File: config.mk
export PLATFORM = sky130hd
export DESIGN_NAME = uvs_cordic
export DESIGN_NICKNAME = d
export VERILOG_FILES = /design/src/rtl/uvs_pkg.sv /design/src/rtl/uvs_cordic.sv
export SDC_FILE = /design/constraint.sdc
export NUM_CORES = 2
export LEC_CHECK = 0
export BUFFER_PORTS_ARGS = -buffer_cell sky130_fd_sc_hd__buf_2
export CELL_PAD_IN_SITES_DETAIL_PLACEMENT = 1
export CELL_PAD_IN_SITES_GLOBAL_PLACEMENT = 1
export CORE_ASPECT_RATIO = 0.5
export CORE_MARGIN = 2
export CORE_UTILIZATION = 35
export CTS_BUF_LIST = sky130_fd_sc_hd__clkbuf_4 sky130_fd_sc_hd__clkbuf_8
export CTS_CLUSTER_DIAMETER = 30
export DETAILED_ROUTE_END_ITERATION = 7
export PLACE_DENSITY_LB_ADDON = 0.08
export SKIP_CTS_REPAIR_TIMING = 1
export SLEW_MARGIN = 5
export SYNTH_ARGS = -nofsm -noshare
export SYNTH_HDL_FRONTEND = slang
export SYNTH_SLANG_ARGS = --single-unit
File: constraint.sdc
create_clock -name clk -period 13.8 [get_ports clk]
set_input_delay 3.45 -clock clk [delete_from_list [all_inputs] [get_ports clk]]
set_output_delay 3.45 -clock clk [all_outputs]
set_load 0.02 [all_outputs]
File: src/rtl/uvs_pkg.sv
// Shared types, constants and tables of the UV sphere mesh generator.
`timescale 1ns / 1ps

package uvs_pkg;

    // Configuration port
    localparam int CFG_ADDR_W = 2;
    localparam int CFG_DATA_W = 16;
    localparam logic [CFG_ADDR_W-1:0] REG_RADIUS  = 2'd0;
    localparam logic [CFG_ADDR_W-1:0] REG_RINGS   = 2'd1;
    localparam logic [CFG_ADDR_W-1:0] REG_SECTORS = 2'd2;
    localparam logic [15:0] RADIUS_RST  = 16'd256;
    localparam logic [7:0]  RINGS_RST   = 8'd16;
    localparam logic [7:0]  SECTORS_RST = 8'd32;

    // Request kinds
    localparam logic REQ_VERTEX = 1'b0;
    localparam logic REQ_CELL   = 1'b1;

    // Stream widths
    localparam int IN_TDATA_W  = 16;
    localparam int OUT_TDATA_W = 184;

    // Long divider: one quotient bit per step, eight steps per stage
    localparam int DIV_NUM_W  = 40;
    localparam int DIV_BITS   = 8;
    localparam int DIV_STAGES = DIV_NUM_W / DIV_BITS;

    // CORDIC
    localparam int CORDIC_PER_STAGE = 4;
    localparam logic signed [31:0] CORDIC_X0 = 32'sd652032874;

    // Per-item control that rides beside the arithmetic
    typedef struct packed {
        logic        kind;
        logic        tri_a_en;
        logic        tri_b_en;
        logic [15:0] k1;
        logic [15:0] k2;
    } side_t;

    typedef struct packed {
        logic [15:0] tex_s;
        logic [15:0] tex_t;
    } tex_t;

    // One result item
    typedef struct packed {
        logic [16:0] pos_x;
        logic [16:0] pos_y;
        logic [16:0] pos_z;
        logic [15:0] norm_x;
        logic [15:0] norm_y;
        logic [15:0] norm_z;
        logic [15:0] tex_s;
        logic [15:0] tex_t;
        logic [15:0] tri_first;
        logic [15:0] tri_second;
        logic [15:0] tri_third;
        logic        last;
    } res_t;

    // Control from the last arithmetic stage to the output unit
    typedef struct packed {
        logic valid;
        logic two;
    } out_ctl_t;

    // Arctangent of 2^-k in binary turns, 2^32 per turn
    function automatic logic [29:0] atan_turn(input int unsigned k);
        logic [29:0] a;
        case (k)
            0:  a = 30'd536870912;
            1:  a = 30'd316933406;
            2:  a = 30'd167458907;
            3:  a = 30'd85004756;
            4:  a = 30'd42667331;
            5:  a = 30'd21354465;
            6:  a = 30'd10679838;
            7:  a = 30'd5340245;
            8:  a = 30'd2670163;
            9:  a = 30'd1335087;
            10: a = 30'd667544;
            11: a = 30'd333772;
            12: a = 30'd166886;
            13: a = 30'd83443;
            14: a = 30'd41722;
            15: a = 30'd20861;
            16: a = 30'd10430;
            17: a = 30'd5215;
            18: a = 30'd2608;
            19: a = 30'd1304;
            20: a = 30'd652;
            21: a = 30'd326;
            22: a = 30'd163;
            23: a = 30'd81;
            default: a = 30'd0;
        endcase
        return a;
    endfunction

endpackage

File: src/rtl/uvs_cordic.sv
// Pipelined rotation-mode CORDIC giving cosine and sine in Q2.30.
`timescale 1ns / 1ps

module uvs_cordic #(
    parameter int STEPS = 16
) (
    input  logic               clk,
    input  logic               en,
    input  logic [31:0]        phase,
    output logic signed [31:0] cos_out,
    output logic signed [31:0] sin_out
);

    localparam int PER    = uvs_pkg::CORDIC_PER_STAGE;
    localparam int STAGES = (STEPS + PER - 1) / PER;

    logic signed [31:0] x_reg [STAGES];
    logic signed [31:0] y_reg [STAGES];
    logic signed [31:0] z_reg [STAGES];
    logic [1:0]         q_reg [STAGES];

    for (genvar st = 0; st < STAGES; st++) begin : g_st
        logic signed [31:0] x_in, y_in, z_in;
        logic [1:0]         q_in;
        logic signed [31:0] x_next, y_next, z_next;

        if (st == 0) begin : g_first
            assign x_in = uvs_pkg::CORDIC_X0;
            assign y_in = '0;
            assign z_in = $signed({2'b00, phase[29:0]});
            assign q_in = phase[31:30];
        end else begin : g_rest
            assign x_in = x_reg[st-1];
            assign y_in = y_reg[st-1];
            assign z_in = z_reg[st-1];
            assign q_in = q_reg[st-1];
        end

        // Rotate toward zero residual angle
        always_comb
        begin
            logic signed [31:0] dx, dy, da;
            x_next = x_in;
            y_next = y_in;
            z_next = z_in;
            for (int b = 0; b < PER; b++)
            begin
                if (st * PER + b < STEPS)
                begin
                    dx = y_next >>> (st * PER + b);
                    dy = x_next >>> (st * PER + b);
                    da = $signed({2'b00, uvs_pkg::atan_turn(st * PER + b)});
                    if (!z_next[31])
                    begin
                        x_next = x_next - dx;
                        y_next = y_next + dy;
                        z_next = z_next - da;
                    end
                    else
                    begin
                        x_next = x_next + dx;
                        y_next = y_next - dy;
                        z_next = z_next + da;
                    end
                end
            end
        end

        always_ff @(posedge clk)
        begin
            if (en)
            begin
                x_reg[st] <= x_next;
                y_reg[st] <= y_next;
                z_reg[st] <= z_next;
                q_reg[st] <= q_in;
            end
        end
    end

    // Restore the quadrant
    always_comb
    begin
        case (q_reg[STAGES-1])
            2'd0:
            begin
                cos_out = x_reg[STAGES-1];
                sin_out = y_reg[STAGES-1];
            end
            2'd1:
            begin
                cos_out = -y_reg[STAGES-1];
                sin_out = x_reg[STAGES-1];
            end
            2'd2:
            begin
                cos_out = -x_reg[STAGES-1];
                sin_out = -y_reg[STAGES-1];
            end
            default:
            begin
                cos_out = y_reg[STAGES-1];
                sin_out = -x_reg[STAGES-1];
            end
        endcase
    end

endmodule

-- Yosys cells after proc, flatten, opt, wreduce, memory -nomap -nowiden
Memories as Yosys holds them, arrays and structs flattened.
Cells that the tools add are included.
- register bits: 0
- RAM bits: 392
- input port bits: 34
- output and inout port bits: 64
- memories kept: 4
- $add $sub $neg: 89
- equality and inequality tests: 2
- multiplexer cells: 49
- reductions and logical operators: 1
- memory list (name ; depth ; width ; rd ports ; clocked after memory_dff ; write ports ; line ; RTL):
    x_reg ; 4 ; 32 ; 4 ; 0 ; 4 ; uvs_cordic.sv:17 ; logic signed [31:0] x_reg [STAGES];
    y_reg ; 4 ; 32 ; 4 ; 0 ; 4 ; uvs_cordic.sv:18 ; logic signed [31:0] y_reg [STAGES];
    z_reg ; 4 ; 32 ; 3 ; 0 ; 4 ; uvs_cordic.sv:19 ; logic signed [31:0] z_reg [STAGES];
    q_reg ; 4 ; 2 ; 4 ; 0 ; 4 ; uvs_cordic.sv:20 ; logic [1:0] q_reg [STAGES];
- operators by type and width (cell ; number):
    32-bit 2-to-1 mux ; 43
    32-bit one-hot mux with 3 select lines ; 2
    32-bit by 17-bit adder with 32-bit output ; 2
    32-bit by 18-bit adder with 32-bit output ; 2
    32-bit by 19-bit adder with 32-bit output ; 2
    32-bit by 20-bit adder with 32-bit output ; 2
    32-bit by 21-bit adder with 32-bit output ; 2
    32-bit by 22-bit adder with 32-bit output ; 2
    32-bit by 23-bit adder with 32-bit output ; 2
    32-bit by 24-bit adder with 32-bit output ; 2
    32-bit by 25-bit adder with 32-bit output ; 2
    32-bit by 26-bit adder with 32-bit output ; 2
    32-bit by 27-bit adder with 32-bit output ; 2
    32-bit by 28-bit adder with 32-bit output ; 2
    32-bit by 29-bit adder with 32-bit output ; 2
    32-bit negation ; 2
    32-bit by 17-bit subtractor with 32-bit output ; 2
    32-bit by 18-bit subtractor with 32-bit output ; 2
    32-bit by 19-bit subtractor with 32-bit output ; 2
    32-bit by 20-bit subtractor with 32-bit output ; 2
    32-bit by 21-bit subtractor with 32-bit output ; 2
    32-bit by 22-bit subtractor with 32-bit output ; 2
    32-bit by 23-bit subtractor with 32-bit output ; 2
    32-bit by 24-bit subtractor with 32-bit output ; 2
    43 further kinds ; 52

-- Depth between registers and ports, before layout
An unclocked memory read counts as a cell.
- depth in word-level cells: 9
- gate-level depth with buffers: 71
- mapped depth without buffers: 70

-- Worst setup path before layout
Ideal clock, no wire load.
- path type: flip-flop to flip-flop
- start point: memory z_reg[2][31]
- end point: memory x_reg[3][30], data pin
- setup time: 258 ps
- data arrival time: 14522 ps
- required time: 13542 ps
- path slack: -980 ps
- stages on the path, launching flop included: 56
- path buffers: 3
- clock period less this slack: 14780 ps
- cell sequence: edfxtp_1 > clkbuf_1 > inv_1 > ha_1 > a21oi_1 > o21bai_1 > a21oi_1 > o21a_1 > o21ai_0 > o2111a_1 > a31oi_1 > a21boi_0 > o21ai_0 > nand2b_1 > clkbuf_1 > clkbuf_1 > o21ai_0 > ha_1 > (+20 left out) > a21o_1 > a21o_1 > a211oi_1 > xnor2_1 > nor4_1 > or3b_2 > or2_2 > o41ai_1 > xor2_1 > ha_1 > o41a_1 > a41oi_1 > a21oi_1 > a41o_1 > or4_1 > a31o_2 > a21oi_1 > xnor2_1
- RTL lines (element ; line):
    start: declaration ; uvs_cordic.sv:19
    end: declaration ; uvs_cordic.sv:17

==> flow_summary.ini <==
[die]
die_area_um2 = 235000
io_pins = 98
die_y_um = 343
start_util_pct = 35.3
fp.dieW_um = 683
core_um2 = 229000
rows = 124

[grt]
grt_pass1_wl_um = 449000
gr-total-overflow = 0
grt_pass1_vias = 82692
grt_start_max_net_pins = 139
antenna_found_initial = 1
grtUsageTotal_pct = 23.5

[timing]
setup_viol = 0
slew-limit-headroom_pct = 39.7
skew_ps = 60.5
drv_slew = 0
tns_ps = 0
fin_hold_ws_ps = 409
grt_setup_unrepaired = true
fin_crit_ps = 13400
finalCritPeriodShare_pct = 97.1
fmax_mhz = 74.6
worst_pin_slew_ps = 904
final_hold_viol_count = 0

[min_path]
hp-start = q_reg[0][1]$_DFFE_PP_
min_path_cells = 0
hp-class = reg2reg
holdPathEnd = q_reg[1][1]$_DFFE_PP_

[synth]
synth-seq-area-share_pct = 13.3
synth_top_cell_area_share_pct = 19.9
yosysWarnings = 0
synth.most_common_cell = ha_1
synthTopCellsByArea = ha_1, edfxtp_1, xnor2_1
syn_nets = 11712
synthTopCellsByCount = ha_1, a21oi_1, xnor2_1, nor2_1, o21ai_0
yosysTopAreaCell = ha_1
synth_ff_type = edfxtp_1
synth_edf_count = 357
syn_area_um2 = 80700
syn_area_per_cell_um2 = 7.79
synthArstFlopShare_pct = 0
synthCells = 10358
ys_types = 99
ys_ff_latch = 357

[drt]
vias = 80466
viasPerCell = 5.31
first_pass_iters = 5
wl_per_cell_um = 18.8
ant_nets = 0
drcViolationCount = 0
wirelength_um = 285000
drt_iter0_markers = 3107

[worst_setup_path]
crit_buf_inv = 5
crit_family = compound AO/OA/AOI/OAI gates
required_ps = 14260
r2r-start = y_reg[2][17]$_DFFE_PP_
cp-end-kind = flip-flop
rrSetupSlack_ps = 400
max_stage_delay_ps = 550
path_common_cell = a21oi_2
startpoint = y_reg[2][17]$_DFFE_PP_
cp-start-kind = flip-flop
r2r_cells = 63
worstPathMaxFanout = 6
worst-endpoint-arrival_ps = 13860
cpMaxStageDelayCell = or4_4
crit_type = reg2reg
timing.rr.end = y_reg[3][31]$_DFFE_PP_

[cts]
cts_sinks = 357
clk_path_buf_depth = 3
clk_latency_ps = 770
clock-root-buffer = clkbuf_8
cts_buffers = 76
cts_tree = done
cts-htree-levels = 3
clk_pin_slew_worst_paths_ps = 60

[cells_and_area]
area_growth_pct = 25.4
post-route-util_pct = 44.2
final_nets = 13370
drive_above_1_share_pct = 20.1
largest_reg_flops = 127

[place]
port_buffers = 97
gp_congestion = 0.886
dp.final_hpwl_um = 246000

[run]
drv_cap = 0

[status]
status = finished, final reports clean
kinds of logic after synthesis:
family	share of synthesized area, %
multiplexers	1.24
buffers and inverters	3.21
AND/OR/NAND/NOR	17.3
adder cells (fa/ha/maj)	20.8
flip-flops	13.3
XOR/XNOR	17.4
AO/OA/AOI/OAI	26.8
worst reg2reg max path: cells and delay by family (launching register included):
family          cells  cell delay, ps
buf+inv             5             790
xor+xnor            7            1140
flops               1             380
fa+ha+maj           4            1230
mux                 1             150
compound gates     30            4910
simple gates       16            4490
metal layers:
metal	track usage (%)	share of wire, %	vias to the layer above
met3	1.43	1.3	280
li1	-	-	41254
met5	0	0	-
met2	42.4	48	565
met4	5.36	2.3	0
met1	30.6	48	38367
through the flow:
step	cell area, µm²	setup WS (ps)	std cells
3_5_place_dp	96400	-637	14949
4_1_cts	98300	-754	15087
6_report	101000	400	15164
5_1_grt	101000	-336	15164
2_1_floorplan	80700	-116	10358
3_3_place_gp	96400	-489	14949
final cells by class:
type                    count  area, µm²
diodes                      1       2.50
clock buffers              89       1160
clock inverters            49        699
fillers                 27993     128000
inverters                 514       1960
multi-input cells        9314      69600
flip-flops and latches    357      10700
well taps                3087       3860
repair buffers           1753      13100
worst max path at each step:
stage	depth (start not counted)	to	slack (ps)
detailed placement	60	x_reg[2][31]$_DFFE_PP_	-640
CTS	60	x_reg[2][31]$_DFFE_PP_	-750
floorplan	58	x_reg[3][30]$_DFFE_PP_	-120
global route	69	y_reg[3][31]$_DFFE_PP_	-340
global placement	61	x_reg[2][31]$_DFFE_PP_	-490
finish	63	y_reg[3][31]$_DFFE_PP_	400
placed cells by master (no fill, tap or decap), types with 73 or more instances in the layout:
cell type  synthesis  layout
a21o_1           456     456
a21oi_1         1155    1087
a31oi_1          137     121
and3_1            87      84
buf_2              3      96
buf_4              1    1628
clkbuf_8           0      78
edfxtp_1         357     357
ha_1            1285    1279
inv_1            507     504
nand2_1          619     615
nand2b_1         193     190
nand3_1          175     170
nand4_1           80      80
nor2_1           968     953
nor2b_1          151     143
nor3_1           252     225
o21a_1           204     203
o21ai_0          644     554
o21ai_1            4      73
o21bai_1         132     130
or3_1             90      82
xnor2_1         1058    1031
xor2_1           512     503
Power is not shown: default switching activity piles up to over one toggle a cycle in this logic, so the estimate is an artifact.
