--- src/rtl/uvs_pkg.sv ---
// Shared types, constants and tables of the UV sphere mesh generator.
`timescale 1ns / 1ps

package uvs_pkg;

    // Configuration port
    localparam int CFG_ADDR_W = 2;
    localparam int CFG_DATA_W = 16;
    localparam logic [CFG_ADDR_W-1:0] REG_RADIUS  = 2'd0;
    localparam logic [CFG_ADDR_W-1:0] REG_RINGS   = 2'd1;
    localparam logic [CFG_ADDR_W-1:0] REG_SECTORS = 2'd2;
    localparam logic [15:0] RADIUS_RST  = 16'd256;
    localparam logic [7:0]  RINGS_RST   = 8'd16;
    localparam logic [7:0]  SECTORS_RST = 8'd32;

    // Request kinds
    localparam logic REQ_VERTEX = 1'b0;
    localparam logic REQ_CELL   = 1'b1;

    // Stream widths
    localparam int IN_TDATA_W  = 16;
    localparam int OUT_TDATA_W = 184;

    // Long divider: one quotient bit per step, eight steps per stage
    localparam int DIV_NUM_W  = 40;
    localparam int DIV_BITS   = 8;
    localparam int DIV_STAGES = DIV_NUM_W / DIV_BITS;

    // CORDIC
    localparam int CORDIC_PER_STAGE = 4;
    localparam logic signed [31:0] CORDIC_X0 = 32'sd652032874;

    // Per-item control that rides beside the arithmetic
    typedef struct packed {
        logic        kind;
        logic        tri_a_en;
        logic        tri_b_en;
        logic [15:0] k1;
        logic [15:0] k2;
    } side_t;

    typedef struct packed {
        logic [15:0] tex_s;
        logic [15:0] tex_t;
    } tex_t;

    // One result item
    typedef struct packed {
        logic [16:0] pos_x;
        logic [16:0] pos_y;
        logic [16:0] pos_z;
        logic [15:0] norm_x;
        logic [15:0] norm_y;
        logic [15:0] norm_z;
        logic [15:0] tex_s;
        logic [15:0] tex_t;
        logic [15:0] tri_first;
        logic [15:0] tri_second;
        logic [15:0] tri_third;
        logic        last;
    } res_t;

    // Control from the last arithmetic stage to the output unit
    typedef struct packed {
        logic valid;
        logic two;
    } out_ctl_t;

    // Arctangent of 2^-k in binary turns, 2^32 per turn
    function automatic logic [29:0] atan_turn(input int unsigned k);
        logic [29:0] a;
        case (k)
            0:  a = 30'd536870912;
            1:  a = 30'd316933406;
            2:  a = 30'd167458907;
            3:  a = 30'd85004756;
            4:  a = 30'd42667331;
            5:  a = 30'd21354465;
            6:  a = 30'd10679838;
            7:  a = 30'd5340245;
            8:  a = 30'd2670163;
            9:  a = 30'd1335087;
            10: a = 30'd667544;
            11: a = 30'd333772;
            12: a = 30'd166886;
            13: a = 30'd83443;
            14: a = 30'd41722;
            15: a = 30'd20861;
            16: a = 30'd10430;
            17: a = 30'd5215;
            18: a = 30'd2608;
            19: a = 30'd1304;
            20: a = 30'd652;
            21: a = 30'd326;
            22: a = 30'd163;
            23: a = 30'd81;
            default: a = 30'd0;
        endcase
        return a;
    endfunction

endpackage

--- src/rtl/uvs_div.sv ---
// Pipelined restoring divider: 40-bit numerator by 8-bit divisor.
`timescale 1ns / 1ps

module uvs_div (
    input  logic                           clk,
    input  logic                           en,
    input  logic [7:0]                     divisor,
    input  logic [uvs_pkg::DIV_NUM_W-1:0]  num,
    output logic [uvs_pkg::DIV_NUM_W-1:0]  quot
);

    localparam int NW = uvs_pkg::DIV_NUM_W;
    localparam int NS = uvs_pkg::DIV_STAGES;

    logic [NW-1:0] acc_reg [NS];
    logic [7:0]    rem_reg [NS];

    for (genvar st = 0; st < NS; st++) begin : g_st
        logic [NW-1:0] acc_in;
        logic [NW-1:0] acc_next;
        logic [7:0]    rem_in;
        logic [7:0]    rem_next;

        if (st == 0) begin : g_first
            assign acc_in = num;
            assign rem_in = '0;
        end else begin : g_rest
            assign acc_in = acc_reg[st-1];
            assign rem_in = rem_reg[st-1];
        end

        // Shift in numerator bits, shift out quotient bits
        always_comb
        begin
            logic [8:0] trial;
            acc_next = acc_in;
            rem_next = rem_in;
            for (int b = 0; b < uvs_pkg::DIV_BITS; b++)
            begin
                trial    = {rem_next, acc_next[NW-1]};
                acc_next = {acc_next[NW-2:0], 1'b0};
                if (trial >= {1'b0, divisor})
                begin
                    trial       = trial - {1'b0, divisor};
                    acc_next[0] = 1'b1;
                end
                rem_next = trial[7:0];
            end
        end

        always_ff @(posedge clk)
        begin
            if (en)
            begin
                acc_reg[st] <= acc_next;
                rem_reg[st] <= rem_next;
            end
        end
    end

    assign quot = acc_reg[NS-1];

endmodule

--- config.mk ---
export PLATFORM = sky130hd
export DESIGN_NAME = uvs_div
export DESIGN_NICKNAME = d
export VERILOG_FILES = /design/src/rtl/uvs_pkg.sv /design/src/rtl/uvs_div.sv
export SDC_FILE = /design/constraint.sdc
export NUM_CORES = 1
export LEC_CHECK = 0
export BUFFER_PORTS_ARGS = -buffer_cell sky130_fd_sc_hd__buf_2
export CORE_MARGIN = 5
export CORE_UTILIZATION = 40
export CTS_CLUSTER_DIAMETER = 50
export DETAILED_ROUTE_END_ITERATION = 10
export GPL_ROUTABILITY_DRIVEN = 0
export HOLD_SLACK_MARGIN = 0.06
export PLACE_DENSITY = 0.66
export SYNTH_ARGS = -nofsm -noshare
export SYNTH_HDL_FRONTEND = slang
export SYNTH_SLANG_ARGS = --single-unit
--- constraint.sdc ---
create_clock -name clk -period 64.7 [get_ports clk]
set_input_delay 6.47 -clock clk [delete_from_list [all_inputs] [get_ports clk]]
set_output_delay 6.47 -clock clk [all_outputs]
set_load 0.02 [all_outputs]
### Word level (Yosys, flattened, before mapping)

Memory sizes are Yosys's and may differ from the RTL's.
Index checks and enable logic that the tools add are counted.

* flip-flop bits (word level): 0
* bits in writable memories: 240
* input bits: 50
* output and inout port bits: 40
* logic and storage cells: 164
* memories kept: 2

* add/sub/neg operators: 40
* order comparisons: 40
* multiplexer cells: 82

Memory list
* acc_reg: depth 5, bits a word 40, rd ports 5, clocked after Yosys merged registers in 0, write ports 5, RTL line uvs_div.sv:15 `logic [NW-1:0] acc_reg [NS];`
* rem_reg: depth 5, bits a word 8, rd ports 4, clocked after Yosys merged registers in 0, write ports 5, RTL line uvs_div.sv:16 `logic [7:0] rem_reg [NS];`

Operators with widths (number)
* 9-bit by 8-bit greater-or-equal comparator with 1-bit output: 39
* 8-bit two-way mux: 40
* 8-bit subtractor: 39
* 1-bit two-way mux: 42
* 1-bit by 8-bit greater-or-equal comparator with 1-bit output: 1
* 1-bit by 8-bit subtractor with 8-bit output: 1

### Depth between registers and ports, before layout

Gate-level depths: netlist (run 1).
An unclocked memory read counts as a cell.

* depth after elaboration: 17
* depth in mapped cells: 93

### Worst setup path before layout (run 1)

Ideal clock, no wire load.

* path type: input-to-reg
* start: input port divisor[1]
* end: memory rem_reg[3][2] (netlist: rem_reg[0][26]), data pin
* setup time: 0.288 ns
* arrival: 24.736 ns
* data required time: 64.412 ns
* setup slack: 39.676 ns
* cell stages on the path: 89
* cells stage by stage: inv_1 -> ha_1 -> o211ai_1 -> o211ai_1 -> a311oi_2 -> inv_2 -> clkbuf_1 -> o21ai_0 -> inv_1 -> ha_1 -> nor2b_1 -> o31a_1 -> o31a_1 -> o31a_1 -> a2111oi_4 -> inv_4 -> mux2_2 -> inv_1 -> [... 53 more ...] -> o2111ai_2 -> mux2i_4 -> buf_2 -> nand2_1 -> o21ai_0 -> ha_1 -> nor2b_1 -> o21ai_0 -> a21boi_0 -> o21ai_0 -> nand2b_1 -> a21o_1 -> a21oi_1 -> o21ai_0 -> a21oi_1 -> or4b_1 -> nand2_1 -> a222oi_1

RTL lines
* start, declared: RTL line uvs_div.sv:7 `input logic [7:0] divisor,`
* end, declared: RTL line uvs_div.sv:16

==> flow_summary.yaml, run 1 <==
cells_and_area:
  final_cell_mix: "ha_1 (314), edfxtp_1 (232), inv_1 (210)"
  final_common_cell: "ha_1"
  regArea_sq_um: 6967
  finalInstanceArea_sq_um: 27400
  multi_input_area_sq_um: 16650
  fillers: 5893
  largest_reg_flops: 200
  drive_gt1_frac: 0.1247
  num_antenna_cells: 0
  syn_to_final_growth_pct: 9.760
  finalNonFillerCells: 3596
  final_core_util: 0.4439
  nNetsFinal: 3135
clock_network:
  cts_sinks: 232
  ctsResizeCount: 0
  cts_buffers: 36
  cts_setup_buffers: 0
  htreeDepth: 2
  cts-root-buf: "clkbuf_16"
  clock_latency_ps: 560
  cts_buffer_depth: 3
  cts_tree: "done"
  holdBufCountCts: 0
  clk_pin_slew_ps: 60
hold_path:
  hold_start: "acc_reg[0][0]"
  hold_depth: 0
  hp-class: "reg -> reg"
  whs_endpoint: "acc_reg[0][48]"
sta:
  period_minus_slack_ps: 28470
  slew_headroom: 0.3073
  rsz0062_at_grt: "no"
  drv_slew: 0
  tns_ps: 0
  worst_slew_pin_slew_ps: 1038
  fin_skew_ps: 22.45
  fin_crit_sh: 0.4401
  hold_viol: 0
  setup_viol: 0
  fmax_ghz: 0.03512
grt:
  met3_usage: 0.03301
  grt_pass1_wl_microns: 106900
  met1_usage: 0.2446
  grtUsageTotal: 0.1913
  gr-total-overflow: 0
  antenna_found_initial: 0
  grt_use_met2: 0.3278
  grt_busiest_layer: "met2"
  grt_max_degree: 92
  grt_pass1_vias: 20960
logic_synthesis:
  syn_area_per_cell_sq_um: 9.408
  synth_cell_type_count: 106
  synth-main-ff-cell: "edfxtp_1"
  synth.yosys.seq_area_share: 0.2791
  syn-cell-area_sq_um: 24960
  synth_cells: 2653
  syn-num-nets: 3055
  ys_warn_count: 0
  synth_edf_count: 232
  synthArstFlopShare: 0
  ys_ff_latch: 232
drt:
  firstDrtPassIters: 6
  drt_iter0_drc: 1510
  ant_nets: 0
  vias: 20820
  wirelength_microns: 66700
  wl_per_cell_microns: 18.55
  via_per_inst: 5.791
  drc: 0
job:
  drv_cap: 0
setup_path:
  critPathKind: "in -> reg"
  rr_endpoint: "rem_reg[0][26]"
  slowest_stage: "o21ai_0"
  r2r_cells: 84
  required_ps: 64940
  cp.arrival_ps: 28710
  crit_fanout: 30
  path_delay_family: "compound AO/OA/AOI/OAI gates"
  r2r_setup_slack_ps: 42980
  crit_top_cell: "o21ai_0"
  reg2reg_from: "rem_reg[0][18]"
  path_buf_inv: 14
  endpoint_kind: "flip-flop"
  worstSetupStartpointType: "input pin"
  max_stage_delay_ps: 720
floorplanning:
  fp.dieArea_sq_um: 67490
  boundaryPins: 90
  start_util: 0.4044
  die_x_microns: 259.8
  die-height_microns: 259.8
  num_rows: 91
  design.core.area_sq_um: 61710
placed_design:
  placed_cell_area_sq_um: 26190
  port_buffers: 89
  place.detailed.hpwl_microns: 49210
  dp.cells: 3532
status:
  status: "complete, no violations"
[per-layer routing]
| layer | up-vias | share of wire |
|---|---|---|
| met5 | - | 0 |
| met4 | 0 | 0.034 |
| met3 | 185 | 0.059 |
| met2 | 671 | 0.47 |
| met1 | 9925 | 0.43 |
| li1 | 10040 | - |
[Yosys cell counts, drive strengths merged (57+ instances only)]
| cell type | count | area [sq um] |
|---|---|---|
| edfxtp | 232 | 6967 |
| nor2 | 169 | 636.9 |
| xor2 | 57 | 499.2 |
| mux2i | 81 | 839.6 |
| ha | 314 | 3929 |
| nand2 | 162 | 608.1 |
| a21o | 59 | 442.9 |
| mux2 | 114 | 1291 |
| nor2b | 74 | 462.9 |
| a21oi | 145 | 737.0 |
| inv | 235 | 889.6 |
| xnor2 | 92 | 805.8 |
| o21ai | 170 | 850.8 |
| buf | 59 | 407.9 |
[how the worst max path moves through the flow]
stage | from | endpoint | slack [ps] | depth (start not counted)
2_1_floorplan | divisor[1] | rem_reg[0][26] | 39680 | 89
3_3_place_gp | divisor[1] | rem_reg[0][26] | 36790 | 89
5_1_grt | divisor[1] | rem_reg[0][26] | 34600 | 89
3_5_place_dp | divisor[1] | rem_reg[0][26] | 36090 | 89
4_1_cts | divisor[1] | rem_reg[0][26] | 36570 | 89
6_report | divisor[1] | rem_reg[0][26] | 36230 | 89
[cells by family after synthesis]
kind of cell	Yosys count	synth area share
buffers and inverters	306	0.05379
AOI/OAI and AO/OA	721	0.1997
DFF	232	0.2791
and+or+nand+nor	698	0.1419
muxes	195	0.08537
adders and majority gates	352	0.1879
xor gates and xnor gates	149	0.05229
[through the flow]
| stage | hold slack (ps) | setup slack [ps] |
|---|---|---|
| floorplan | 400.3 | 39680 |
| global placement | 403.7 | 36790 |
| detailed placement | 404.5 | 36090 |
| CTS | 403.9 | 36570 |
| global route | 417.9 | 34600 |
| finish | 400.8 | 36230 |
[cell type report]
type / instances / share of cell area
Multi-Input combinational cell: 2115 / 0.6078
Sequential cell: 232 / 0.2543
Tap cell: 837 / 0.03823
Clock buffer: 40 / 0.03343
Inverter: 236 / 0.03261
Timing Repair Buffer: 112 / 0.02293
Clock inverter: 24 / 0.01073
Power of run 1 is left out: the tool's default activity adds up to more than one toggle a clock period on the data nets, which glitch-free logic cannot reach.
==> inputs of run 2 (changes only) <==
--- a/config.mk
+++ b/config.mk
@@ -12,7 +12,7 @@
 export DETAILED_ROUTE_END_ITERATION = 10
 export GPL_ROUTABILITY_DRIVEN = 0
 export HOLD_SLACK_MARGIN = 0.06
-export PLACE_DENSITY = 0.66
+export PLACE_DENSITY = 0.68
 export SYNTH_ARGS = -nofsm -noshare
 export SYNTH_HDL_FRONTEND = slang
 export SYNTH_SLANG_ARGS = --single-unit
==> constraint.sdc (replaced) <==
create_clock -name clk -period 25.3 [get_ports clk]
set_input_delay 2.53 -clock clk [delete_from_list [all_inputs] [get_ports clk]]
set_output_delay 2.53 -clock clk [all_outputs]
set_load 0.02 [all_outputs]
==> run 2 against run 1 <==
Compared with the run above:
- flip-flop and latch count unchanged
- sequential share of layout area barely moved
- worst setup slack got worse by 34000 ps
- final cell count hardly changed
- hold slack better by 10 ps
- die area is the same
- global-route usage is 0.97 points lower
- wire length shrank 6.3%
- cell area rose by 0.11%
- core utilization barely moved
- register-to-register slack got worse by 38000 ps
- critical path depth down 1
- critical endpoint unchanged
==> flow_summary.yaml, run 2 (synthesis gave the netlist of run 1 again) <==
sta:
  hold_viol: 0
  fin_skew_ps: 16.97
  tns_ps: 0
  setup_viol: 0
  worst_slew_pin_slew_ps: 1118
  rsz0062_at_grt: "no"
  fin_crit_sh: 0.9237
  slew_headroom: 0.2536
  period_minus_slack_ps: 23370
  fmax_ghz: 0.04279
  drv_slew: 0
  fin_worst_hold_slack_ps: 411.1
grt:
  grt_pass1_wl_microns: 101200
  grt_max_degree: 122
  gr-total-overflow: 0
  antenna_found_initial: 0
  grtUsageTotal: 0.1817
  grt_pass1_vias: 19510
status:
  status: "complete, no violations"
drt:
  vias: 20130
  via_per_inst: 5.592
  drc: 0
  drt_iter0_drc: 1215
  wirelength_microns: 62500
  firstDrtPassIters: 5
  ant_nets: 0
  wl_per_cell_microns: 17.36
clock_network:
  htreeDepth: 2
  cts-root-buf: "clkbuf_16"
  cts_buffers: 39
  cts_buffer_depth: 3
  holdBufCountCts: 0
  cts_sinks: 232
  clock_latency_ps: 550
  cts_tree: "done"
  clk_pin_slew_ps: 50
hold_path:
  hp-class: "reg -> reg"
setup_path:
  endpoint_kind: "flip-flop"
  slowest_stage: "a2111oi_4"
  critPathKind: "in -> reg"
  r2r_setup_slack_ps: 4520
  worstSetupStartpointType: "input pin"
  crit_fanout: 25
  required_ps: 25550
  max_stage_delay_ps: 570
  cp.arrival_ps: 23620
  crit_top_cell: "o21ai_0"
cells_and_area:
  nNetsFinal: 3135
  final_core_util: 0.4444
  regArea_sq_um: 6967
  drive_gt1_frac: 0.1271
  num_antenna_cells: 0
  final_cell_mix: "ha_1 (314), edfxtp_1 (232), inv_1 (209)"
  largest_reg_flops: 200
  final_common_cell: "ha_1"
  fillers: 5974
  syn_to_final_growth_pct: 9.881
  multi_input_area_sq_um: 16650
floorplanning:
  die_x_microns: 259.8
  design.core.area_sq_um: 61710
  num_rows: 91
  boundaryPins: 90
  die-height_microns: 259.8
  start_util: 0.4044
  fp.dieArea_sq_um: 67490
placed_design:
  port_buffers: 89
  place.detailed.hpwl_microns: 46360
job:
  drv_cap: 0
==> run 2: through the flow <==
| stage | area (sq um) | instances | setup slack, ps |
|---|---|---|---|
| 2_1_floorplan | 24960 | 2653 | 4216 |
| 3_3_place_gp | 26180 | 3529 | 1565 |
| 3_5_place_dp | 26180 | 3529 | 1300 |
| 4_1_cts | 27430 | 3599 | 1795 |
| 5_1_grt | 27430 | 3599 | 95.57 |
| 6_report | 27430 | 3599 | 1930 |
==> run 2: layer usage <==
layer,up-vias,GRT usage,wire length [microns]
li1,10060,-,-
met1,9478,0.2438,28700
met2,467,0.3077,29280
met3,117,0.02602,2946
met4,0,0.04990,1570
met5,-,0,0
==> run 2: path summary, 6_finish.rpt <==
check | start | end | cells past startpoint
worst min-delay path | acc_reg[0][51] | acc_reg[0][99] | 0
worst max-delay path | divisor[1] | rem_reg[0][26] | 88
worst min register to register | acc_reg[0][51] | acc_reg[0][99] | 0
worst max register to register | rem_reg[0][3] | rem_reg[0][10] | 85
==> run 2: repair_timing <==
action,CTS,global route
gates resized for setup,0,1
setup endpoints to repair,0,7
buffers inserted,0,0
==> run 2: layout make-up <==
cell class	count	share of cell area
Clock buffer	43	0.03613
Clock inverter	27	0.009353
Inverter	236	0.03257
Multi-Input combinational cell	2115	0.6071
Sequential cell	232	0.2540
Tap cell	837	0.03819
Timing Repair Buffer	109	0.02263
==> run 2: critical path: cells and delay by family <==
kind | cells | cell delay [ps]
buf+inv | 13 | 2280
mux | 6 | 2360
fa+ha+maj | 8 | 2220
compound gates | 46 | 11240
simple gates | 15 | 2870
Power of run 2 is left out for the same reason.
