===== config.mk =====
export PLATFORM = sky130hd
export DESIGN_NAME = uvs_out
export DESIGN_NICKNAME = d
export VERILOG_FILES = /design/src/rtl/uvs_pkg.sv /design/src/rtl/uvs_out.sv
export SDC_FILE = /design/constraint.sdc
export NUM_CORES = 1
export LEC_CHECK = 0
export BUFFER_PORTS_ARGS = -buffer_cell sky130_fd_sc_hd__buf_2
export CAP_MARGIN = 20
export CELL_PAD_IN_SITES_DETAIL_PLACEMENT = 1
export CELL_PAD_IN_SITES_GLOBAL_PLACEMENT = 2
export CORE_AREA = 2 2 212 214
export CTS_CLUSTER_DIAMETER = 50
export DETAILED_ROUTE_END_ITERATION = 8
export DIE_AREA = 0 0 214 216
export PLACE_DENSITY = 0.82
export SLEW_MARGIN = 20
export SYNTH_ARGS = -nofsm -noshare
export SYNTH_HDL_FRONTEND = slang
export SYNTH_SLANG_ARGS = --single-unit

===== constraint.sdc =====
create_clock -name clk -period 25.5 [get_ports clk]
set_clock_uncertainty 0.1 [all_clocks]
set_input_delay 1.275 -clock clk [delete_from_list [all_inputs] [get_ports clk]]
set_output_delay 1.275 -clock clk [all_outputs]
set_load 0.005 [all_outputs]

===== src/rtl/uvs_pkg.sv =====
// Shared types, constants and tables of the UV sphere mesh generator.
`timescale 1ns / 1ps

package uvs_pkg;

    // Configuration port
    localparam int CFG_ADDR_W = 2;
    localparam int CFG_DATA_W = 16;
    localparam logic [CFG_ADDR_W-1:0] REG_RADIUS  = 2'd0;
    localparam logic [CFG_ADDR_W-1:0] REG_RINGS   = 2'd1;
    localparam logic [CFG_ADDR_W-1:0] REG_SECTORS = 2'd2;
    localparam logic [15:0] RADIUS_RST  = 16'd256;
    localparam logic [7:0]  RINGS_RST   = 8'd16;
    localparam logic [7:0]  SECTORS_RST = 8'd32;

    // Request kinds
    localparam logic REQ_VERTEX = 1'b0;
    localparam logic REQ_CELL   = 1'b1;

    // Stream widths
    localparam int IN_TDATA_W  = 16;
    localparam int OUT_TDATA_W = 184;

    // Long divider: one quotient bit per step, eight steps per stage
    localparam int DIV_NUM_W  = 40;
    localparam int DIV_BITS   = 8;
    localparam int DIV_STAGES = DIV_NUM_W / DIV_BITS;

    // CORDIC
    localparam int CORDIC_PER_STAGE = 4;
    localparam logic signed [31:0] CORDIC_X0 = 32'sd652032874;

    // Per-item control that rides beside the arithmetic
    typedef struct packed {
        logic        kind;
        logic        tri_a_en;
        logic        tri_b_en;
        logic [15:0] k1;
        logic [15:0] k2;
    } side_t;

    typedef struct packed {
        logic [15:0] tex_s;
        logic [15:0] tex_t;
    } tex_t;

    // One result item
    typedef struct packed {
        logic [16:0] pos_x;
        logic [16:0] pos_y;
        logic [16:0] pos_z;
        logic [15:0] norm_x;
        logic [15:0] norm_y;
        logic [15:0] norm_z;
        logic [15:0] tex_s;
        logic [15:0] tex_t;
        logic [15:0] tri_first;
        logic [15:0] tri_second;
        logic [15:0] tri_third;
        logic        last;
    } res_t;

    // Control from the last arithmetic stage to the output unit
    typedef struct packed {
        logic valid;
        logic two;
    } out_ctl_t;

    // Arctangent of 2^-k in binary turns, 2^32 per turn
    function automatic logic [29:0] atan_turn(input int unsigned k);
        logic [29:0] a;
        case (k)
            0:  a = 30'd536870912;
            1:  a = 30'd316933406;
            2:  a = 30'd167458907;
            3:  a = 30'd85004756;
            4:  a = 30'd42667331;
            5:  a = 30'd21354465;
            6:  a = 30'd10679838;
            7:  a = 30'd5340245;
            8:  a = 30'd2670163;
            9:  a = 30'd1335087;
            10: a = 30'd667544;
            11: a = 30'd333772;
            12: a = 30'd166886;
            13: a = 30'd83443;
            14: a = 30'd41722;
            15: a = 30'd20861;
            16: a = 30'd10430;
            17: a = 30'd5215;
            18: a = 30'd2608;
            19: a = 30'd1304;
            20: a = 30'd652;
            21: a = 30'd326;
            22: a = 30'd163;
            23: a = 30'd81;
            default: a = 30'd0;
        endcase
        return a;
    endfunction

endpackage


===== src/rtl/uvs_out.sv =====
// Output register that splits a cell into one or two triangle transfers.
`timescale 1ns / 1ps

module uvs_out (
    input  logic              clk,
    input  logic              rst_n,
    input  uvs_pkg::out_ctl_t ctl,
    input  uvs_pkg::res_t     first,
    input  uvs_pkg::res_t     second,
    output logic              ready,
    output logic              m_tvalid,
    input  logic              m_tready,
    output uvs_pkg::res_t     m_res
);

    logic          vld_reg;
    logic          pend_reg;
    uvs_pkg::res_t res_reg;
    uvs_pkg::res_t sec_reg;
    logic          send_second;

    assign send_second = vld_reg && m_tready && pend_reg;
    assign ready       = !pend_reg && (!vld_reg || m_tready);

    // Track valid and a waiting second triangle
    always_ff @(posedge clk or negedge rst_n)
    begin
        if (!rst_n)
        begin
            vld_reg  <= 1'b0;
            pend_reg <= 1'b0;
        end
        else if (send_second)
        begin
            pend_reg <= 1'b0;
        end
        else if (ready)
        begin
            vld_reg  <= ctl.valid;
            pend_reg <= ctl.valid && ctl.two;
        end
    end

    // Hold the result until transfer
    always_ff @(posedge clk)
    begin
        if (send_second)
        begin
            res_reg <= sec_reg;
        end
        else if (ready)
        begin
            res_reg <= first;
            sec_reg <= second;
        end
    end

    assign m_tvalid = vld_reg;
    assign m_res    = res_reg;

endmodule


# ---- After elaboration in Yosys (flattened, before gate mapping)
# Cells that the tools add are included.
dict set report totals {
  register_bits 362
  in_bits 365
  output_inout_bits 182
  wordCells 40
}
dict set report op_classes {
  muxes 4
  bitwise_logic 1
  n_reduce_logical 9
}
# cell n
set op_table {}
lappend op_table {{2-to-1 mux 180 bit} 2}
lappend op_table {{logical AND 1 bit} 4}
lappend op_table {{logical NOT 1 bit} 2}
lappend op_table {{2-to-1 mux 1 bit} 2}
lappend op_table {{AND reduction 2 bit} 1}
lappend op_table {{nonzero test 2 bit} 1}
lappend op_table {{logical OR 1 bit} 1}
lappend op_table {{inverter 1 bit} 1}

# ---- Depth between registers and ports, before layout
# Gate-level depths: netlist of the first run.
dict set report depth {
  ltp_word 5
  ltp_mapped 5
  mapped_depth_nobuf 2
}

# ---- Worst setup path after synthesis of the first run
# OpenSTA, ideal clock, no wires.
dict set report synth_timing {
  kind {input -> register}
  start {input m_tready}
  end {register res_reg, in the netlist m_res[0] (enable)}
  setup_ps 781
  t_arrival_ps 10005
  t_required_ps 24619
  path_slack_ps 14614
  cell_stages 2
  path_buffers 0
  path_cell_list {nor2b_1 a21oi_1}
}
dict set report synth_between {
  elab_chain_len 3
  elab_cells_between_ends 5
  classes_between {reduce/logical (5)}
}
# item line_no
set synth_lines {}
lappend synth_lines {{start, declared} uvs_out.sv:12} ;# input logic m_tready,
lappend synth_lines {{logical OR 1 bit / logical AND 1 bit (equally long branches)} {uvs_out.sv:23, uvs_out.sv:22}}
lappend synth_lines {{logical AND 1 bit (on tied branches)} {uvs_out.sv:23, uvs_out.sv:22}}
lappend synth_lines {{nonzero test 2 bit (no line) *} -}
lappend synth_lines {{end signal, assigned} uvs_out.sv:49} ;# res_reg <= sec_reg;
lappend synth_lines {{end signal, assigned} uvs_out.sv:53} ;# res_reg <= first;
lappend synth_lines {{end, declared} uvs_out.sv:18} ;# uvs_pkg::res_t res_reg;
# Mark *: on every way between the ends. The rest lies on a longest branch, timed or not.
# A chain may end at the register's enable or synchronous reset.

# ---- Final worst setup path of the first run
dict set report layout_timing {
  start {input m_tready}
  end {register res_reg, in the netlist m_res[31], data pin}
}
dict set report layout_between {
  elab_chain_len 3
}
# item line_no
set layout_lines {}
lappend layout_lines {{logical AND 1 bit (2 in series)} uvs_out.sv:22} ;# assign send_second = vld_reg && m_tready && pend_reg;
lappend layout_lines {{2-to-1 mux 180 bit} uvs_out.sv:47} ;# if (send_second)
# Every way passes these cells.

==> results.toml, run 1 <==
[power_and_ir_drop]
p_int_w = 0.001484
switchingPower_w = 0.0005445
share_comb_of_total_power_pct = 21.4
switching_share_pct = 26.84
power_density_mw_per_mm2 = 110.7
irDropWorstVdd_v = 0.0001210
p_clk_share_pct = 29.5
pwr-share-seq_pct = 49.0
p_leak_nw = 7.756

[clock_network]
cts_sinks = 362
clk_pin_slew_ns = 0.05
postCtsSetupRepairBufs = 0
htreeDepth = 2
insertion_delay_ns = 0.54
holdBufCountCts = 0
cts_resized = 0
cts_tree = "done"
cts_buffer_depth = 3
cts_buffers = 44
clock-root-buffer = "clkbuf_16"

[die]
placementRows = 77
die_y_um = 216
initial_core_util_pct = 30.80
io_pins = 547
die_width_um = 214
dieArea_mm2 = 0.04622
core-area_mm2 = 0.04384

[synthesis]
synth_most_common_cell = "edfxtp_1"
avgSynthCellArea_um2 = 23.52
yosysSeqAreaShare_pct = 80.44
synth_fp_nets = 939
synth_top_area_share_pct = 80.07
ys_warn_count = 0
synth_flop_cell = "edfxtp_1"
yosysTopAreaCell = "edfxtp_1"
synth-async-reset-ratio_pct = 0.5525
netlist_instances = 574
synth_area_mm2 = 0.01350
synth_common_cells = "edfxtp_1, mux2_4, mux2_2"
yosysUniqueCellTypes = 14
ys_ff_latch = 362
ys_top_cells_by_area = "edfxtp_1, mux2_4, mux2_2, buf_6, dfrtp_1"
synth_edf_count = 360

[critical_path]
r2r_cells = 4
start_kind = "primary input"
worstPathRequired_ns = 25.69
end_kind = "register"
arrival_ns = 3.71
path_class = "in2reg"
path_max_fanout = 43

[run]
cap_violations = 0

[cells_and_area]
areaGrowthSynthToFinish_pct = 35.69
layout-drive-gt1-share_pct = 67.26
final_nets = 1521
stdcell_count = 1781

[routing]
wl_mm = 36.41
vias = 7627
firstDrtPassIters = 4
drc = 0
drt_iter0_drc = 312
antenna_left = 0
post_drt_wl_per_cell_um = 20.44
viasPerCell = 4.282

[timing]
tns_ns = 0
relSlewSlack_pct = 32.16
fmax_mhz = 283.7
slew_violations = 0
finalCriticalPeriod_ns = 3.525
period_share_pct = 13.82
setup_viol = 0
timing.hold.ws_ns = 0.4146
hold_violations = 0
worstMarginPinSlew_ns = 1.018
rsz0062_at_grt = "no"

[grt]
grt_usage_pct = 15.40
grt_pass1_vias = 8354
grt-ovfl-total = 0
antenna_found_initial = 16
grt_first_pass_wirelength_mm = 53.07
grt_max_degree = 74

[status]
status = "completed"

[hold_path]
hp-class = "in2async"

[placed_design]
portBuffers = 546
dp_cells = 1701
gp_congestion = 0.8265
hpwl_mm = 27.07
-- kinds of logic after synthesis --
logic type / after synthesis / synth area share, %
AND/OR/NAND/NOR: 6 / 0.2688
flip-flops: 362 / 80.44
multiplexers: 180 / 17.79
AO/OA/AOI/OAI: 4 / 0.1854
buffers and inverters: 22 / 1.307
-- power groups by stage --
stage               Combinational (W)  Clock [W]  Sequential, W
finish                       0.000435   0.000599       0.000995
global placement             0.000434          0       0.000998
detailed placement           0.000446          0        0.00101
global route                 0.000471   0.000637        0.00102
CTS                          0.000447   0.000620       0.000999
floorplan                    0.000209          0        0.00108
-- metal layers --
metal / GRT usage [%] / up-vias / share of wire (%)
li1: - / 3466 / -
met2: 26.94 / 352 / 51
met3: 7.780 / 80 / 11
met1: 16.21 / 3707 / 36
met5: 0 / - / 0.39
met4: 4.545 / 22 / 2.2
-- worst max-delay path, stage by stage --
cell	delay, ns
buf_2	0.13
nand3_4	0.42
buf_4	0.63
buf_4	0.74
mux2_2	0.42
-- per-stage QoR --
stage               util [%]  setup slack [ns]  instance area, µm²  power (W)
finish                 41.79             21.97               18320   0.002028
global route           41.78             21.85               18310   0.002125
CTS                    41.70             21.95               18280   0.002066
detailed placement     38.55             21.37               16900   0.001456
global placement       38.55             21.44               16900   0.001431
floorplan                  -             14.61               13500   0.001289
-- final cells by class --
cell class,count,area [µm²]
multi-input cells,190,2490
repair buffers,556,2828
clock buffers,61,1216
fillers,4438,25520
flip-flops and latches,362,10860
inverters,2,7.507
clock inverters,14,166.4
well taps,592,740.7
diodes,4,10.01
-- layout by cell type, fill, tap and decap left out, drive strengths merged --
master / instances
clkbuf: 61
inv: 7
a22o: 1
a21oi: 2
clkinv: 6
buf: 556
dfrtp: 2
diode: 4
nor2b: 1
nand3: 1
nor2: 2
bufinv: 3
nand2b: 2
mux2: 180
edfxtp: 360
a31oi: 1
-- path summary, 6_finish.rpt --
| check | startpoint | to | slack [ns] |
|---|---|---|---|
| worst max-delay path | m_tready | m_res[31]$_DFFE_PP_ | 21.97 |
| worst min-delay path | rst_n | m_tvalid$_DFFE_PN0P_ | 0.41 |
| worst max register to register | pend_reg$_DFFE_PN0P_ | m_res[31]$_DFFE_PP_ | 22.25 |
| worst min register to register | sec_reg[23]$_DFFE_PP_ | m_res[23]$_DFFE_PP_ | 0.44 |
| max in group asynchronous | rst_n | pend_reg$_DFFE_PN0P_ | 24.78 |
| min in group clk | sec_reg[23]$_DFFE_PP_ | m_res[23]$_DFFE_PP_ | 0.44 |
Power figures use the tool's default switching activity.
==> run 2: changes to the inputs <==
--- a/config.mk
+++ b/config.mk
@@ -5,15 +5,16 @@
 export SDC_FILE = /design/constraint.sdc
 export NUM_CORES = 1
 export LEC_CHECK = 0
+export ABC_AREA = 1
 export BUFFER_PORTS_ARGS = -buffer_cell sky130_fd_sc_hd__buf_2
 export CAP_MARGIN = 20
 export CELL_PAD_IN_SITES_DETAIL_PLACEMENT = 1
 export CELL_PAD_IN_SITES_GLOBAL_PLACEMENT = 2
-export CORE_AREA = 2 2 212 214
+export CORE_MARGIN = 2
+export CORE_UTILIZATION = 28
 export CTS_CLUSTER_DIAMETER = 50
 export DETAILED_ROUTE_END_ITERATION = 8
-export DIE_AREA = 0 0 214 216
-export PLACE_DENSITY = 0.82
+export PLACE_DENSITY = 0.84
 export SLEW_MARGIN = 20
 export SYNTH_ARGS = -nofsm -noshare
 export SYNTH_HDL_FRONTEND = slang
==> constraint.sdc (replaced) <==
create_clock -name clk -period 3.1 [get_ports clk]
set_clock_uncertainty 0.1 [all_clocks]
set_input_delay 0.155 -clock clk [delete_from_list [all_inputs] [get_ports clk]]
set_output_delay 0.155 -clock clk [all_outputs]
set_load 0.005 [all_outputs]
==> run 2 against run 1 <==
Highest routed layer unchanged. Routed wire length is 42% higher. Largest power group unchanged. Sequential share of layout area is 11 points lower. Design area grew 22%. Critical endpoint is now m_res[159]$_DFFE_PP_. Clock power grew to 8.6 times the previous value.
==> results.toml, run 2 <==
[timing]
slew_violations = 0
worstMarginPinSlew_ns = 0.8646
relSlewSlack_pct = 42.36
layout_setup_ws_ns = 0.7667
rsz0062_at_grt = "no"
hold_violations = 0
finalCriticalPeriod_ns = 2.333
timing.hold.ws_ns = 0.1942
setup_viol = 0
tns_ns = 0
period_share_pct = 75.27
fmax_mhz = 428.6

[die]
die_y_um = 225.7
die_width_um = 225.7
initial_core_util_pct = 28.22
core-area_mm2 = 0.04875
dieArea_mm2 = 0.05092
placementRows = 81
io_pins = 547

[critical_path]
worstPathRequired_ns = 3.29
path_max_fanout = 65
r2r_start = "m_tvalid$_DFFE_PN0P_"
r2r_cells = 4
r2r-end = "m_res[159]$_DFFE_PP_"
start_kind = "register"
path_class = "reg2reg"
end_kind = "register"
reg2reg_slack_ns = 0.77
cp-startpoint = "m_tvalid$_DFFE_PN0P_"
arrival_ns = 2.53

[synthesis]
avgSynthCellArea_um2 = 14.41
ys_warn_count = 0
synth_edf_count = 360
synth_fp_nets = 1320
synth_common_cells = "edfxtp_1, nand2_1, inv_1"
yosysSeqAreaShare_pct = 78.94
yosysTopAreaCell = "edfxtp_1"
yosysUniqueCellTypes = 12
ys_top_cells_by_area = "edfxtp_1, nand2_1, inv_1, o21ai_2, buf_6"
synth_flop_cell = "edfxtp_1"
synth_area_mm2 = 0.01376
ys_ff_latch = 362
synth_top_area_share_pct = 78.58
synth_most_common_cell = "edfxtp_1"
synth-async-reset-ratio_pct = 0.5525
netlist_instances = 955

[routing]
wl_mm = 51.69
drt_iter0_drc = 529
antenna_left = 0
firstDrtPassIters = 4
post_drt_wl_per_cell_um = 19.81
viasPerCell = 4.297
drc = 0
vias = 11212

[grt]
grt_usage_pct = 19.80
grt-ovfl-total = 0
grt_first_pass_wirelength_mm = 75.47
grt_max_degree = 109
antenna_found_initial = 8
grt_pass1_vias = 12924

[power_and_ir_drop]
p_leak_nw = 10.03
power_density_mw_per_mm2 = 829.3
irDropWorstVdd_v = 0.001009

[cells_and_area]
final_nets = 2266
ff_latch_area_mm2 = 0.01086
nFillCells = 5218
multi_input_comb_area_mm2 = 0.001842
fin_util_pct = 45.87
layout-drive-gt1-share_pct = 35.64
final_area_mm2 = 0.02236
layout_common_cells = "buf_2, dlygate4sd3_1, edfxtp_1, nand2_1, inv_1"
areaGrowthSynthToFinish_pct = 62.53
final_common_cell = "buf_2"

[clock_network]
clock-root-buffer = "clkbuf_16"
cts_buffer_depth = 3
cts_tree = "done"
cts_buffers = 46
cts_sinks = 362
insertion_delay_ns = 0.56
htreeDepth = 2
clk_pin_slew_ns = 0.06

[placed_design]
hpwl_mm = 28.95
gp_congestion = 0.7914
place_area_mm2 = 0.01722
place_ws_ns = 0.8609
portBuffers = 546

[hold_path]
hold_path_end = "sec_reg[21]$_DFFE_PP_"
holdPathStages = 2
hp-class = "in2reg"
worstHoldStart = "second[21]"

[run]
cap_violations = 0

[status]
status = "completed"
[run 2: changes by cell type after synthesis, moves of 6 or more]
| cell | delta |
|---|---|
| o21ai_1 | +73 |
| mux2_4 | -100 |
| inv_1 | +180 |
| clkbuf_1 | +6 |
| mux2_2 | -80 |
| o21ai_0 | +62 |
| buf_6 | +22 |
| buf_2 | -9 |
| nand2_1 | +186 |
| o21ai_2 | +47 |
[run 2: how the worst max path moves through the flow]
stage / endpoint / slack [ns] / depth (start not counted)
2_1_floorplan: sec_reg[0]$_DFFE_PP_ / -0.90 / 1
3_3_place_gp: m_res[89]$_DFFE_PP_ / 0.93 / 4
3_5_place_dp: m_res[174]$_DFFE_PP_ / 0.86 / 4
4_1_cts: m_res[174]$_DFFE_PP_ / 0.84 / 4
5_1_grt: m_res[159]$_DFFE_PP_ / 0.65 / 4
6_report: m_res[159]$_DFFE_PP_ / 0.77 / 4
[run 2: where the power goes]
group,switching [W],internal (W)
registers,0.000682,0.00801
logic,0.00302,0.00169
clock network,0.00217,0.00296
total,0.00587,0.0127
[run 2: critical path, stage by stage, from the launching register on]
cell and delay, ns:
dfrtp_2 0.49, nand3_4 0.67, buf_12 0.50, nand2_1 0.12, o21ai_1 0.10
[run 2: cell type report]
class,count,area share (%)
multi-input cells,372,8.237
clock buffers,54,5.378
repair buffers,937,29.92
diodes,9,0.1007
clock inverters,29,1.013
flip-flops and latches,362,48.58
inverters,182,3.055
well taps,664,3.716
[run 2: what timing repair did]
| action | CTS | global route |
|---|---|---|
| buffers inserted | 0 | 0 |
| resized for setup | 0 | 0 |
| hold buffers | 368 | 0 |
| endpoints found under the setup margin | 0 | 0 |
| hold endpoints to repair | 364 | 0 |
[run 2: metal layers]
layer,GRT usage (%),part of all wire [%],vias up,wire length (µm)
met1,19.51,35,5442,17960
met4,8.887,4.0,2,2069
met2,37.91,54,499,28000
met3,5.868,7.1,113,3648
li1,-,-,5156,-
met5,0,0.014,-,7
[run 2: stage by stage]
step           std cells  power (W)
3_3_place_gp        2149    0.01261
4_1_cts             2600    0.01837
6_report            2609    0.01854
5_1_grt             2606    0.01941
3_5_place_dp        2149    0.01285
2_1_floorplan        955    0.01069
[run 2: logic make-up after synthesis]
kind of cell / count (synthesis) / share of synthesized area, %
buffers and inverters: 221 / 7.831
and+or+nand+nor: 188 / 5.248
DFF: 362 / 78.95
AOI/OAI and AO/OA: 184 / 7.976
==> run 3: changes to the inputs <==
--- a/config.mk
+++ b/config.mk
@@ -11,10 +11,10 @@
 export CELL_PAD_IN_SITES_DETAIL_PLACEMENT = 1
 export CELL_PAD_IN_SITES_GLOBAL_PLACEMENT = 2
 export CORE_MARGIN = 2
-export CORE_UTILIZATION = 28
+export CORE_UTILIZATION = 31
 export CTS_CLUSTER_DIAMETER = 50
 export DETAILED_ROUTE_END_ITERATION = 8
-export PLACE_DENSITY = 0.84
+export PLACE_DENSITY = 0.88
 export SLEW_MARGIN = 20
 export SYNTH_ARGS = -nofsm -noshare
 export SYNTH_HDL_FRONTEND = slang
==> constraint.sdc (replaced) <==
create_clock -name clk -period 2.2 [get_ports clk]
set_clock_uncertainty 0.1 [all_clocks]
set_input_delay 0.11 -clock clk [delete_from_list [all_inputs] [get_ports clk]]
set_output_delay 0.11 -clock clk [all_outputs]
set_load 0.005 [all_outputs]
==> run 3 against run 2 <==
Sequential power is 42% higher. Cell count is 3.1% lower. Hold slack worse by 0.095 ns. Via count is 0.21% higher. Design area is 0.66% lower. Sequential share of layout area is 0.32 points higher. Critical path type unchanged. Clock power is 38% higher. Die area is 9.5% lower. Setup slack worse by 0.71 ns. Non-clock buffer count is 5 lower.
==> results.toml, run 3 (same netlist as run 2, synthesis figures left out) <==
[status]
status = "completed"

[cells_and_area]
final_common_cell = "buf_2"
layout-drive-gt1-share_pct = 35.20
final_nets = 2259
nFillCells = 4672
areaGrowthSynthToFinish_pct = 61.46
fin_util_pct = 50.45
final_area_mm2 = 0.02221
layout_common_cells = "buf_2, dlygate4sd3_1, edfxtp_1, nand2_1, inv_1"

[routing]
viasPerCell = 4.445
vias = 11236
antenna_left = 0
drc = 0
wl_mm = 52.62
firstDrtPassIters = 5
post_drt_wl_per_cell_um = 20.82
drt_iter0_drc = 579

[grt]
top_usage_layer = "met2"
grt_max_degree = 87
grt-ovfl-total = 0
grt_pass1_vias = 12854
grt_usage_pct = 22.51
grt_use_met2_pct = 42.78
antenna_found_initial = 9
grt_use_met3_pct = 5.206
grt_first_pass_wirelength_mm = 78.25
globalRouteMet1Util_pct = 23.11

[clock_network]
cts_tree = "done"
cts_buffer_depth = 3
cts_buffers = 44
clock-root-buffer = "clkbuf_16"
htreeDepth = 2
clk_pin_slew_ns = 0.06
cts_sinks = 362
postCtsSetupRepairBufs = 0
insertion_delay_ns = 0.56

[power_and_ir_drop]
switchingPower_w = 0.008274
power_density_mw_per_mm2 = 1176
p_int_w = 0.01784
p_leak_nw = 9.978
p_clk_share_pct = 27.1
share_comb_of_total_power_pct = 25.8
switching_share_pct = 31.68
pwr-share-seq_pct = 47.1
irDropWorstVdd_v = 0.0007788

[critical_path]
slowest_delay_ns = 0.57
worstPathRequired_ns = 2.59
crit_path_cell_trace = "a21oi_2 > nand2_1 > dlygate4sd3_1 > nand2_1 > dlygate4sd3_1"
path_class = "reg2reg"
path_max_fanout = 8
start_kind = "register"
end_kind = "register"
arrival_ns = 2.53
slowest_stage = "dlygate4sd3_1"

[die]
die_width_um = 214.7
die_y_um = 214.7
dieArea_mm2 = 0.04608
placementRows = 77
core-area_mm2 = 0.04403
io_pins = 547
initial_core_util_pct = 31.25

[placed_design]
place_area_mm2 = 0.01712
portBuffers = 546
gp_congestion = 0.8544
hpwl_mm = 28.75

[timing]
tns_ns = 0
slew_violations = 0
period_share_pct = 97.43
worstMarginPinSlew_ns = 0.6074
relSlewSlack_pct = 59.51
rsz0062_at_grt = "no"
timing.hold.ws_ns = 0.09957
setup_viol = 0
fmax_mhz = 466.5
hold_violations = 0
finalCriticalPeriod_ns = 2.144

[run]
cap_violations = 0

[hold_path]
hp-class = "in2reg"
-- run 3: changes by cell type in the layout (fill, tap and decap cells not counted), sizes merged, moves of 2 or more --
cell,before,now
buf,569,564
clkbuf,54,57
clkinvlp,1,3
clkinv,21,11
-- run 3: per-layer routing --
layer	routed length (µm)	part of all wire [%]
met2	28560	54
met5	0	0
met3	2944	5.6
met4	2447	4.7
met1	18670	35
-- run 3: final timing paths --
| path | slack (ns) | endpoint | from | depth (start not counted) |
|---|---|---|---|---|
| setup / recovery | 0.06 | m_tvalid$_DFFE_PN0P_ | m_tvalid$_DFFE_PN0P_ | 5 |
| hold / removal | 0.1 | m_res[77]$_DFFE_PP_ | m_tready | 4 |
| setup reg to reg | 0.06 | m_tvalid$_DFFE_PN0P_ | m_tvalid$_DFFE_PN0P_ | 5 |
| hold reg to reg | 0.47 | m_res[167]$_DFFE_PP_ | sec_reg[167]$_DFFE_PP_ | 2 |
| max in group asynchronous | 1.50 | pend_reg$_DFFE_PN0P_ | rst_n | 3 |
| min in group asynchronous | 0.35 | m_tvalid$_DFFE_PN0P_ | rst_n | 3 |
-- run 3: area by class of cell --
cell class	instances	area (µm²)	share of cell area, %
Antenna cell	10	25.02	0.1127
Clock buffer	57	1171	5.273
Clock inverter	21	206.4	0.9295
Inverter	182	683.2	3.076
Multi-Input combinational cell	372	1846	8.309
Sequential cell	362	10860	48.91
Tap cell	592	740.7	3.335
Timing Repair Buffer	932	6676	30.06
-- run 3: through the flow --
stage / instances / setup WS, ns / total power, W
2_1_floorplan: 955 / -1.804 / 0.01488
3_3_place_gp: 2072 / 0.4544 / 0.01779
3_5_place_dp: 2072 / 0.4228 / 0.01809
4_1_cts: 2518 / 0.1142 / 0.02575
5_1_grt: 2527 / 0.01517 / 0.02726
6_report: 2528 / 0.05648 / 0.02612
-- run 3: repair_timing --
item,4_1_cts,5_1_grt
gates resized for setup,0,1
hold endpoints to repair,364,0
setup endpoints to repair,0,1
hold buffers,368,0
-- run 3: critical path: cells and delay by family (launching register included) --
| kind | cells | cell delay [ns] |
|---|---|---|
| AND/OR/NAND/NOR | 2 | 0.15 |
| flip-flops | 1 | 0.49 |
| buffers and inverters | 2 | 1.13 |
| AO/OA/AOI/OAI | 1 | 0.20 |
-- run 3: power by group through the flow --
stage / clock network, W / registers, W / logic, W
2_1_floorplan: 0 / 0.0124 / 0.00249
3_3_place_gp: 0 / 0.0121 / 0.00573
3_5_place_dp: 0 / 0.0122 / 0.00591
4_1_cts: 0.00714 / 0.0121 / 0.00654
5_1_grt: 0.00745 / 0.0125 / 0.00730
6_report: 0.00709 / 0.0123 / 0.00674
